--- src/sv/altwq_pkg.sv ---
// shared types and constants for the address lock table with wait queue
package altwq_pkg;

  localparam int LOCK_ENTRIES_DEF = 16;
  localparam int WAIT_ENTRIES_DEF = 16;
  localparam int ADDR_BITS_DEF    = 32;
  localparam int REQ_BITS_DEF     = 8;

  localparam logic [1:0] ACT_LOCK   = 2'd0;
  localparam logic [1:0] ACT_UNLOCK = 2'd1;
  localparam logic [1:0] ACT_SQUASH = 2'd2;

  typedef enum logic [3:0] {
    ST_GRANTED     = 4'd0,
    ST_QUEUED      = 4'd1,
    ST_RELEASED    = 4'd2,
    ST_HANDOFF     = 4'd3,
    ST_SQUASHED    = 4'd4,
    ST_SQUASH_MISS = 4'd5,
    ST_UNLOCK_ERR  = 4'd6,
    ST_LOCK_FULL   = 4'd7,
    ST_WAIT_FULL   = 4'd8
  } status_t;

  typedef enum logic [2:0] {
    OP_NONE,
    OP_GRANT,
    OP_ENQUEUE,
    OP_RELEASE,
    OP_HANDOFF,
    OP_SQUASH
  } op_t;

  typedef enum logic [1:0] {
    S_IDLE,
    S_SEARCH,
    S_UPDATE
  } state_t;

  typedef struct packed {
    logic    load;
    logic    search;
    logic    update;
    op_t     op;
    status_t status;
  } dp_cmd_t;

  typedef struct packed {
    logic [1:0] action;
    logic       lock_hit;
    logic       lock_free;
    logic       wait_full;
    logic       wait_hit;
    logic       squash_hit;
  } dp_stat_t;

endpackage

--- src/sv/altwq_dp.sv ---
// datapath: request registers, lock table, compacting wait queue and result register
module altwq_dp import altwq_pkg::*; #(
  parameter int LOCK_ENTRIES = LOCK_ENTRIES_DEF,
  parameter int WAIT_ENTRIES = WAIT_ENTRIES_DEF,
  parameter int ADDR_BITS    = ADDR_BITS_DEF,
  parameter int REQ_BITS     = REQ_BITS_DEF
) (
  input  logic                 clk,
  input  logic                 rst_n,
  input  logic [1:0]           in_action,
  input  logic [ADDR_BITS-1:0] in_address,
  input  logic [REQ_BITS-1:0]  in_requester,
  input  logic                 in_has_requester,
  input  dp_cmd_t              cmd,
  output dp_stat_t             stat,
  output logic [3:0]           out_status,
  output logic                 out_grant_valid,
  output logic [ADDR_BITS-1:0] out_grant_address,
  output logic [REQ_BITS-1:0]  out_grant_requester,
  output logic                 out_grant_has_requester
);

  localparam int CNT_W = $clog2(WAIT_ENTRIES + 1);

  logic [1:0]           act_r;
  logic [ADDR_BITS-1:0] addr_r;
  logic [REQ_BITS-1:0]  req_r;
  logic                 has_r;

  logic [LOCK_ENTRIES-1:0] lock_used_r;
  logic [ADDR_BITS-1:0]    lock_addr_r [LOCK_ENTRIES];

  logic [ADDR_BITS-1:0] wait_addr_r [WAIT_ENTRIES];
  logic [REQ_BITS-1:0]  wait_req_r  [WAIT_ENTRIES];
  logic                 wait_has_r  [WAIT_ENTRIES];
  logic [CNT_W-1:0]     wait_cnt_r;

  logic [LOCK_ENTRIES-1:0] lock_hit_r, lock_hit_nxt;
  logic [LOCK_ENTRIES-1:0] lock_free_r, lock_free_nxt;
  logic [WAIT_ENTRIES-1:0] wait_hit_r, wait_hit_nxt;
  logic [WAIT_ENTRIES-1:0] sq_hit_r, sq_hit_nxt;

  logic [LOCK_ENTRIES-1:0] free_sel;
  logic [WAIT_ENTRIES-1:0] wait_src;
  logic [WAIT_ENTRIES-1:0] wait_sel;
  logic [WAIT_ENTRIES-1:0] shift_mask;
  logic [REQ_BITS-1:0]     sel_req;
  logic                    sel_has;
  logic                    do_drop;
  logic                    do_enq;
  logic                    grant;

  // request capture
  always_ff @(posedge clk) begin
    if (cmd.load) begin
      act_r  <= in_action;
      addr_r <= in_address;
      req_r  <= in_requester;
      has_r  <= in_has_requester;
    end
  end

  // parallel compare against every table and queue entry
  always_comb begin
    for (int i = 0; i < LOCK_ENTRIES; i++) begin
      lock_hit_nxt[i] = lock_used_r[i] && (lock_addr_r[i] == addr_r);
    end
    lock_free_nxt = ~lock_used_r;
    for (int j = 0; j < WAIT_ENTRIES; j++) begin
      wait_hit_nxt[j] = (CNT_W'(j) < wait_cnt_r) && (wait_addr_r[j] == addr_r);
      sq_hit_nxt[j]   = wait_hit_nxt[j] &&
                        (!has_r || (wait_has_r[j] && (wait_req_r[j] == req_r)));
    end
  end

  always_ff @(posedge clk) begin
    if (cmd.search) begin
      lock_hit_r  <= lock_hit_nxt;
      lock_free_r <= lock_free_nxt;
      wait_hit_r  <= wait_hit_nxt;
      sq_hit_r    <= sq_hit_nxt;
    end
  end

  // lowest-set-bit selection and waiter readout
  always_comb begin
    free_sel   = lock_free_r & (~lock_free_r + LOCK_ENTRIES'(1));
    wait_src   = (cmd.op == OP_HANDOFF) ? wait_hit_r : sq_hit_r;
    wait_sel   = wait_src & (~wait_src + WAIT_ENTRIES'(1));
    shift_mask = ~(wait_sel - WAIT_ENTRIES'(1));
    sel_req    = '0;
    sel_has    = 1'b0;
    for (int j = 0; j < WAIT_ENTRIES; j++) begin
      if (wait_sel[j]) begin
        sel_req = sel_req | wait_req_r[j];
        sel_has = sel_has | wait_has_r[j];
      end
    end
    do_drop = cmd.update && ((cmd.op == OP_HANDOFF) || (cmd.op == OP_SQUASH));
    do_enq  = cmd.update && (cmd.op == OP_ENQUEUE);
    grant   = (cmd.op == OP_GRANT) || (cmd.op == OP_HANDOFF);
  end

  always_comb begin
    stat.action     = act_r;
    stat.lock_hit   = |lock_hit_r;
    stat.lock_free  = |lock_free_r;
    stat.wait_full  = (wait_cnt_r == CNT_W'(WAIT_ENTRIES));
    stat.wait_hit   = |wait_hit_r;
    stat.squash_hit = |sq_hit_r;
  end

  // lock table
  always_ff @(posedge clk) begin
    if (!rst_n) begin
      lock_used_r <= '0;
    end else if (cmd.update) begin
      case (cmd.op)
        OP_GRANT:   lock_used_r <= lock_used_r | free_sel;
        OP_RELEASE: lock_used_r <= lock_used_r & ~lock_hit_r;
        default:    lock_used_r <= lock_used_r;
      endcase
    end
  end

  always_ff @(posedge clk) begin
    for (int i = 0; i < LOCK_ENTRIES; i++) begin
      if (cmd.update && (cmd.op == OP_GRANT) && free_sel[i]) begin
        lock_addr_r[i] <= addr_r;
      end
    end
  end

  // wait queue fill count
  always_ff @(posedge clk) begin
    if (!rst_n) begin
      wait_cnt_r <= '0;
    end else if (do_enq) begin
      wait_cnt_r <= wait_cnt_r + CNT_W'(1);
    end else if (do_drop) begin
      wait_cnt_r <= wait_cnt_r - CNT_W'(1);
    end
  end

  // wait queue lanes: append at the tail, close the gap on removal
  for (genvar j = 0; j < WAIT_ENTRIES; j++) begin : g_lane
    if (j < WAIT_ENTRIES - 1) begin : g_shift
      always_ff @(posedge clk) begin
        if (do_enq && (CNT_W'(j) == wait_cnt_r)) begin
          wait_addr_r[j] <= addr_r;
          wait_req_r[j]  <= req_r;
          wait_has_r[j]  <= has_r;
        end else if (do_drop && shift_mask[j]) begin
          wait_addr_r[j] <= wait_addr_r[j+1];
          wait_req_r[j]  <= wait_req_r[j+1];
          wait_has_r[j]  <= wait_has_r[j+1];
        end
      end
    end else begin : g_last
      always_ff @(posedge clk) begin
        if (do_enq && (CNT_W'(j) == wait_cnt_r)) begin
          wait_addr_r[j] <= addr_r;
          wait_req_r[j]  <= req_r;
          wait_has_r[j]  <= has_r;
        end
      end
    end
  end

  // result register
  always_ff @(posedge clk) begin
    if (cmd.update) begin
      out_status              <= cmd.status;
      out_grant_valid         <= grant;
      out_grant_address       <= grant ? addr_r : '0;
      out_grant_requester     <= (cmd.op == OP_GRANT)   ? req_r :
                                 (cmd.op == OP_HANDOFF) ? sel_req : '0;
      out_grant_has_requester <= (cmd.op == OP_GRANT)   ? has_r :
                                 (cmd.op == OP_HANDOFF) ? sel_has : 1'b0;
    end
  end

`ifndef SYNTHESIS
  a_cnt_bound: assert property (@(posedge clk) disable iff (!rst_n)
    wait_cnt_r <= CNT_W'(WAIT_ENTRIES))
    else $error("wait queue count beyond depth");

  a_enq_room: assert property (@(posedge clk) disable iff (!rst_n)
    do_enq |-> (wait_cnt_r < CNT_W'(WAIT_ENTRIES)))
    else $error("enqueue into full wait queue");

  a_drop_nonempty: assert property (@(posedge clk) disable iff (!rst_n)
    do_drop |-> ((wait_cnt_r != '0) && $onehot(wait_sel)))
    else $error("waiter removal without a selected entry");
`endif

endmodule

--- src/sv/altwq_ctrl.sv ---
// controller: request sequencing, decision of the table operation and result handshake
module altwq_ctrl import altwq_pkg::*; (
  input  logic     clk,
  input  logic     rst_n,
  input  logic     in_valid,
  output logic     in_ready,
  output logic     out_valid,
  input  logic     out_ready,
  input  dp_stat_t stat,
  output dp_cmd_t  cmd
);

  state_t  state_r, state_nxt;
  logic    out_valid_r, out_valid_nxt;
  logic    fire;
  op_t     dec_op;
  status_t dec_status;

  always_ff @(posedge clk) begin
    if (!rst_n) begin
      state_r     <= S_IDLE;
      out_valid_r <= 1'b0;
    end else begin
      state_r     <= state_nxt;
      out_valid_r <= out_valid_nxt;
    end
  end

  always_comb begin
    fire       = (state_r == S_UPDATE) && (!out_valid_r || out_ready);
    state_nxt  = state_r;
    in_ready   = 1'b0;
    cmd.load   = 1'b0;
    cmd.search = 1'b0;
    cmd.update = 1'b0;
    cmd.op     = dec_op;
    cmd.status = dec_status;
    case (state_r)
      S_IDLE: begin
        in_ready = 1'b1;
        if (in_valid) begin
          cmd.load  = 1'b1;
          state_nxt = S_SEARCH;
        end
      end
      S_SEARCH: begin
        cmd.search = 1'b1;
        state_nxt  = S_UPDATE;
      end
      S_UPDATE: begin
        if (fire) begin
          cmd.update = 1'b1;
          in_ready   = 1'b1;
          if (in_valid) begin
            cmd.load  = 1'b1;
            state_nxt = S_SEARCH;
          end else begin
            state_nxt = S_IDLE;
          end
        end
      end
      default: state_nxt = S_IDLE;
    endcase

    out_valid_nxt = fire ? 1'b1 : (out_ready ? 1'b0 : out_valid_r);
  end

  // operation and status from the search flags
  always_comb begin
    dec_op     = OP_NONE;
    dec_status = ST_SQUASH_MISS;
    case (stat.action)
      ACT_LOCK: begin
        if (stat.lock_hit) begin
          if (stat.wait_full) begin
            dec_status = ST_WAIT_FULL;
          end else begin
            dec_op     = OP_ENQUEUE;
            dec_status = ST_QUEUED;
          end
        end else if (stat.lock_free) begin
          dec_op     = OP_GRANT;
          dec_status = ST_GRANTED;
        end else begin
          dec_status = ST_LOCK_FULL;
        end
      end
      ACT_UNLOCK: begin
        if (!stat.lock_hit) begin
          dec_status = ST_UNLOCK_ERR;
        end else if (stat.wait_hit) begin
          dec_op     = OP_HANDOFF;
          dec_status = ST_HANDOFF;
        end else begin
          dec_op     = OP_RELEASE;
          dec_status = ST_RELEASED;
        end
      end
      ACT_SQUASH: begin
        if (stat.squash_hit) begin
          dec_op     = OP_SQUASH;
          dec_status = ST_SQUASHED;
        end
      end
      default: begin
        dec_op     = OP_NONE;
        dec_status = ST_SQUASH_MISS;
      end
    endcase
  end

  assign out_valid = out_valid_r;

`ifndef SYNTHESIS
  a_accept_search: assert property (@(posedge clk) disable iff (!rst_n)
    (in_valid && in_ready) |=> (state_r == S_SEARCH))
    else $error("accepted beat not followed by search");

  a_search_update: assert property (@(posedge clk) disable iff (!rst_n)
    (state_r == S_SEARCH) |=> (state_r == S_UPDATE))
    else $error("search not followed by update");

  a_update_result: assert property (@(posedge clk) disable iff (!rst_n)
    cmd.update |=> out_valid_r)
    else $error("update without result beat");

  a_stall_blocks: assert property (@(posedge clk) disable iff (!rst_n)
    ((state_r == S_UPDATE) && out_valid_r && !out_ready) |-> (!in_ready && !cmd.update))
    else $error("update taken while result beat stalled");
`endif

endmodule

--- src/sv/address_lock_table_wait_queue_core.sv ---
// Address lock table with arrival-ordered wait queue.
//
// Input channel (in_valid/in_ready): one request per beat, in_action selects
// lock, unlock or squash of a pending lock for in_address; in_requester and
// in_has_requester name the source. Output channel (out_valid/out_ready):
// exactly one result beat per request, in request order, carrying out_status
// and the grant fields (zero unless out_grant_valid).
// Each request passes a registered parallel compare against the lock table
// and the wait queue (S_SEARCH), then S_UPDATE updates the table, compacts
// the queue and loads the result register. A new request is taken in the
// same cycle as the update of the previous one, never while another is
// still searching or waiting to update.
// The result register decouples the sides: a request may be accepted while
// the previous result waits. If the receiver stalls, the next update waits
// for the result register to drain and in_ready stays low meanwhile.
// Reset clears the lock table used bits, the wait queue count and the
// handshake state; table contents need no clearing.
module address_lock_table_wait_queue_core import altwq_pkg::*; #(
  parameter int LOCK_ENTRIES = LOCK_ENTRIES_DEF,
  parameter int WAIT_ENTRIES = WAIT_ENTRIES_DEF,
  parameter int ADDR_BITS    = ADDR_BITS_DEF,
  parameter int REQ_BITS     = REQ_BITS_DEF
) (
  input  logic                 clk,
  input  logic                 rst_n,
  input  logic                 in_valid,
  output logic                 in_ready,
  input  logic [1:0]           in_action,
  input  logic [ADDR_BITS-1:0] in_address,
  input  logic [REQ_BITS-1:0]  in_requester,
  input  logic                 in_has_requester,
  output logic                 out_valid,
  input  logic                 out_ready,
  output logic [3:0]           out_status,
  output logic                 out_grant_valid,
  output logic [ADDR_BITS-1:0] out_grant_address,
  output logic [REQ_BITS-1:0]  out_grant_requester,
  output logic                 out_grant_has_requester
);

  dp_cmd_t  cmd;
  dp_stat_t stat;

  altwq_ctrl u_ctrl (
    .clk       (clk),
    .rst_n     (rst_n),
    .in_valid  (in_valid),
    .in_ready  (in_ready),
    .out_valid (out_valid),
    .out_ready (out_ready),
    .stat      (stat),
    .cmd       (cmd)
  );

  altwq_dp #(
    .LOCK_ENTRIES (LOCK_ENTRIES),
    .WAIT_ENTRIES (WAIT_ENTRIES),
    .ADDR_BITS    (ADDR_BITS),
    .REQ_BITS     (REQ_BITS)
  ) u_dp (
    .clk                     (clk),
    .rst_n                   (rst_n),
    .in_action               (in_action),
    .in_address              (in_address),
    .in_requester            (in_requester),
    .in_has_requester        (in_has_requester),
    .cmd                     (cmd),
    .stat                    (stat),
    .out_status              (out_status),
    .out_grant_valid         (out_grant_valid),
    .out_grant_address       (out_grant_address),
    .out_grant_requester     (out_grant_requester),
    .out_grant_has_requester (out_grant_has_requester)
  );

endmodule
--- config.mk ---
export PLATFORM = sky130hd
export DESIGN_NAME = address_lock_table_wait_queue_core
export DESIGN_NICKNAME = d
export VERILOG_FILES = /design/src/sv/altwq_pkg.sv /design/src/sv/altwq_dp.sv /design/src/sv/altwq_ctrl.sv /design/src/sv/address_lock_table_wait_queue_core.sv
export SDC_FILE = /design/constraint.sdc
export NUM_CORES = 2
export LEC_CHECK = 0
export CORE_MARGIN = 2
export CORE_UTILIZATION = 58
export DETAILED_ROUTE_END_ITERATION = 8
export DONT_BUFFER_PORTS = 1
export PLACE_DENSITY = 0.77
export SKIP_CTS_REPAIR_TIMING = 1
export SYNTH_ARGS = -nofsm -noshare
export SYNTH_HDL_FRONTEND = slang
export SYNTH_HIERARCHICAL = 1
export SYNTH_SLANG_ARGS = --single-unit
--- constraint.sdc ---
create_clock -name clk -period 6.1 [get_ports clk]
set_input_delay 1.525 -clock clk [delete_from_list [all_inputs] [get_ports clk]]
set_output_delay 1.525 -clock clk [all_outputs]
set_load 0.02 [all_outputs]
==> load_flow_metrics.sql <==
INSERT INTO impl_metrics (metric_group, metric, value, unit) VALUES
('synth', 'synth.yosys.seq_area_share', '0.626', ''),
('setup_path', 'worst_setup_path_end_kind', 'flop', ''),
('synth', 'synth.lib_cells_used.distinct', '77', ''),
('synth', 'count_of_flip_flops_with_a_built_in_enable_after_synthesis', '1321', ''),
('floorplan', 'area_enclosed_by_the_die_boundary', '113000', 'um2'),
('setup_path', 'crit_fanout', '41', ''),
('grt', 'global_route_wire_length_before_repair', '244', 'mm'),
('setup_path', 'critPathRequiredTime', '6.60', 'ns'),
('grt', 'grt_pass1_vias', '37300', ''),
('min_path', 'holdPathStages', '1', ''),
('finish', 'final_cell_count_no_fill', '5945', ''),
('timing', 'grt_setup_unrepaired', 'false', ''),
('timing', 'maxClockFrequency', '176', 'MHz'),
('timing', 'slew_at_the_pin_closest_to_its_max_slew_limit', '1.26', 'ns'),
('clock_network', 'cts_root_buf', 'clkbuf_16', ''),
('power', 'leakage', '0.0226', 'uW'),
('timing', 'timing.final.setup_violations', '0', ''),
('timing', 'period_needed', '5.69', 'ns'),
('timing', 'crit_path_setup_slack_layout', '0.406', 'ns'),
('place', 'port_buffers', '0', ''),
('grt', 'grt_max_degree', '66', ''),
('floorplan', 'initial_core_util', '0.582', ''),
('finish', 'net_count_final', '4394', ''),
('setup_path', 'crit_type', 'reg -> reg', ''),
('synth', 'synth_commonest_cells', 'edfxtp_1, mux2_2, xnor2_1, xor2_1, nor4_1', ''),
('synth', 'synthesis.nets', '4396', ''),
('setup_path', 'regToRegStartpoint', 'u_dp/lock_free_r[1]', ''),
('setup_path', 'critical-path-max-stage-delay', '0.97', 'ns'),
('drt', 'routed_via_density', '6.25', ''),
('place', 'gp_congestion', '0.953', ''),
('finish', 'drive_gt1_frac', '0.222', ''),
('clock_network', 'clock_sinks', '1345', ''),
('power', 'ir_drop', '0.307', 'mV'),
('synth', 'postSynthCellCount', '4344', ''),
('setup_path', 'slowest_stage', 'nor2_4', ''),
('setup_path', 'crit_chain', 'or4_1 > nor3_1 > nand3_1 > or4_1 > nor2b_1 > mux2i_1 > o21ai_1 > or3b_1 > buf_4 > a21oi_1 > nor2_1 > nor2_4 > mux2_2', ''),
('clock_network', 'tritoncts', 'yes', ''),
('clock_network', 'cts-htree-levels', '4', ''),
('setup_path', 'timing.critical_path.to', 'u_dp/wait_addr_r[1][94]', ''),
('finish', 'synthToLayoutAreaGrowth', '10.9', '%'),
('power', 'power_density', '285', 'nW/um2'),
('timing', 'timing_hold_violations_final', '0', ''),
('synth', 'async_set_or_reset_flop_fraction_in_the_synthesized_netlist', '0', ''),
('clock_network', 'clkSlewWorstSetupHoldPaths', '0.06', 'ns'),
('drt', 'dr_total_vias', '37200', ''),
('setup_path', 'critical_path.startpoint_type', 'flop', ''),
('setup_path', 'regToRegSetupSlack', '0.41', 'ns'),
('synth', 'most_frequent_cell_after_synthesis', 'edfxtp_1', ''),
('floorplan', 'core_region_area', '110000', 'um2'),
('place', 'hpwlAfterDp', '102', 'mm'),
('timing', 'fin_skew', '0.0322', 'ns'),
('drt', 'drt_pre_antenna_iters', '9', ''),
('drt', 'routed_wl', '165', 'mm'),
('status', 'run_status', 'complete, no violations', ''),
('floorplan', 'placement_rows', '122', ''),
('synth', 'post-synth-top-area-cell', 'edfxtp_1', ''),
('power', 'power.sequential.fraction', '0.512', ''),
('setup_path', 'cp-startpoint', 'u_dp/lock_free_r[1]', ''),
('place', 'placedCellCount', '5687', ''),
('power', 'p_int', '15700', 'uW'),
('synth', 'netlist_area', '64200', 'um2'),
('floorplan', 'floorplan.die.height', '337', 'um'),
('timing', 'maxSlewViolCount', '0', ''),
('floorplan', 'num_io_pins', '95', ''),
('floorplan', 'die_width', '337', 'um'),
('grt', 'all_layer_gr_usage', '0.292', ''),
('min_path', 'hold_path_class', 'reg -> reg', ''),
('grt', 'grt_antenna_before_repair', '4', ''),
('setup_path', 'timing.reg2reg.worst_path_depth', '13', ''),
('drt', 'route.detailed.wl_per_inst', '27.7', 'um'),
('setup_path', 'critPathArrivalTime', '6.19', 'ns');
==> layout by cell type (no fill, tap or decap), types with 7 or more instances in the layout <==
cell and instances:
clkbuf_8 11, and3_1 11, clkbuf_1 45, edfxtp_1 1321
dfxtp_1 24, a221oi_1 12, xnor2_1 577, a21oi_1 25
a222oi_1 10, o21a_1 12, nor4_1 180, a2111oi_0 7
a22oi_1 17, nor2b_1 36, o211a_1 7, xor2_1 574
o21ai_4 11, or4_1 10, o21ai_0 52, clkinv_2 18
mux2_2 593, bufinv_16 8, nand2b_1 9, a21boi_0 17
o2111ai_1 8, nor3_1 48, o221ai_1 7, buf_12 32
clkbuf_16 144, clkinv_1 14, buf_4 112, nand2_1 58
nand3_1 45, inv_1 38, nand4_1 171, nor2_1 40
==> worst max-delay path: cells and delay by family, from the launching register on <==
family	cells	cell delay, ns
muxes	2	0.58
DFF	1	0.46
buffers and inverters	1	0.25
and+or+nand+nor	8	3.78
AOI/OAI and AO/OA	2	0.34
==> power by group through the flow <==
stage / sequential, uW / combinational, uW / clock, uW
after floorplan: 10600 / 967 / 0
after global placement: 10600 / 1410 / 0
after detailed placement: 10600 / 1440 / 0
after CTS: 10400 / 1450 / 8560
after global routing: 10400 / 1550 / 8900
final: 10400 / 1450 / 8440
==> logic make-up (layout without fill, tap and decap cells) <==
logic type	count (synthesis)	count (layout)	synth area share
xor+xnor	1151	1151	0.157
compound gates	237	237	0.0264
simple gates	673	673	0.0618
flops	1345	1345	0.626
fa+ha+maj	5	5	0.000975
other cells	0	2	0
mux	606	606	0.106
buf+inv	327	438	0.0215
==> per-layer routing <==
| metal | up-vias | GRT usage | routed length [um] |
|---|---|---|---|
| li1 | 16200 | - | - |
| met1 | 19100 | 0.390 | 67200 |
| met2 | 1551 | 0.487 | 80500 |
| met5 | - | 0 | 57 |
| met3 | 340 | 0.0469 | 11600 |
| met4 | 4 | 0.102 | 5360 |
==> stage by stage <==
step	hold slack, ns	area (um2)	setup TNS [ns]	total power (uW)
floorplan	0.424	64200	-22.61	11500
global placement	0.456	66600	0	12000
detailed placement	0.453	66600	0	12000
CTS	0.464	71100	0	20400
global route	0.492	71100	0	20800
finish	0.473	71100	0	20300
==> flip-flops by register name, indices dropped and copies added (netlist names), 16 cells and up <==
name and flops:
u_dp/wait_hit_r 16, u_dp/lock_hit_r 16, u_dp/lock_free_r 16, u_dp/out_grant_address 32
u_dp/lock_used_r 16, u_dp/wait_addr_r 512, u_dp/wait_req_r 128, u_dp/sq_hit_r 16
u_dp/addr_r 32, u_dp/wait_has_r 16, u_dp/lock_addr_r 512
==> worst min-delay path by stage <==
stage                         from                     end  slack (ns)
2_1_floorplan        u_dp/req_r[0]  u_dp/wait_req_r[1][56]        0.42
3_3_place_gp   u_dp/lock_used_r[6]     u_dp/lock_free_r[6]        0.46
3_5_place_dp   u_dp/lock_used_r[6]     u_dp/lock_free_r[6]        0.45
4_1_cts        u_dp/lock_used_r[6]     u_dp/lock_free_r[6]        0.46
5_1_grt        u_dp/lock_used_r[6]     u_dp/lock_free_r[6]        0.49
6_report       u_dp/lock_used_r[6]     u_dp/lock_free_r[6]        0.47
==> final cells by class <==
type / instances / area (um2)
flip-flops and latches: 1345 / 40100
diodes: 2 / 5.00
fillers: 7868 / 39100
inverters: 38 / 143
clock buffers: 200 / 3920
repair buffers: 144 / 1480
well taps: 1488 / 1860
multi-input cells: 2672 / 23000
clock inverters: 56 / 582
(Power assumes the default switching activity.)
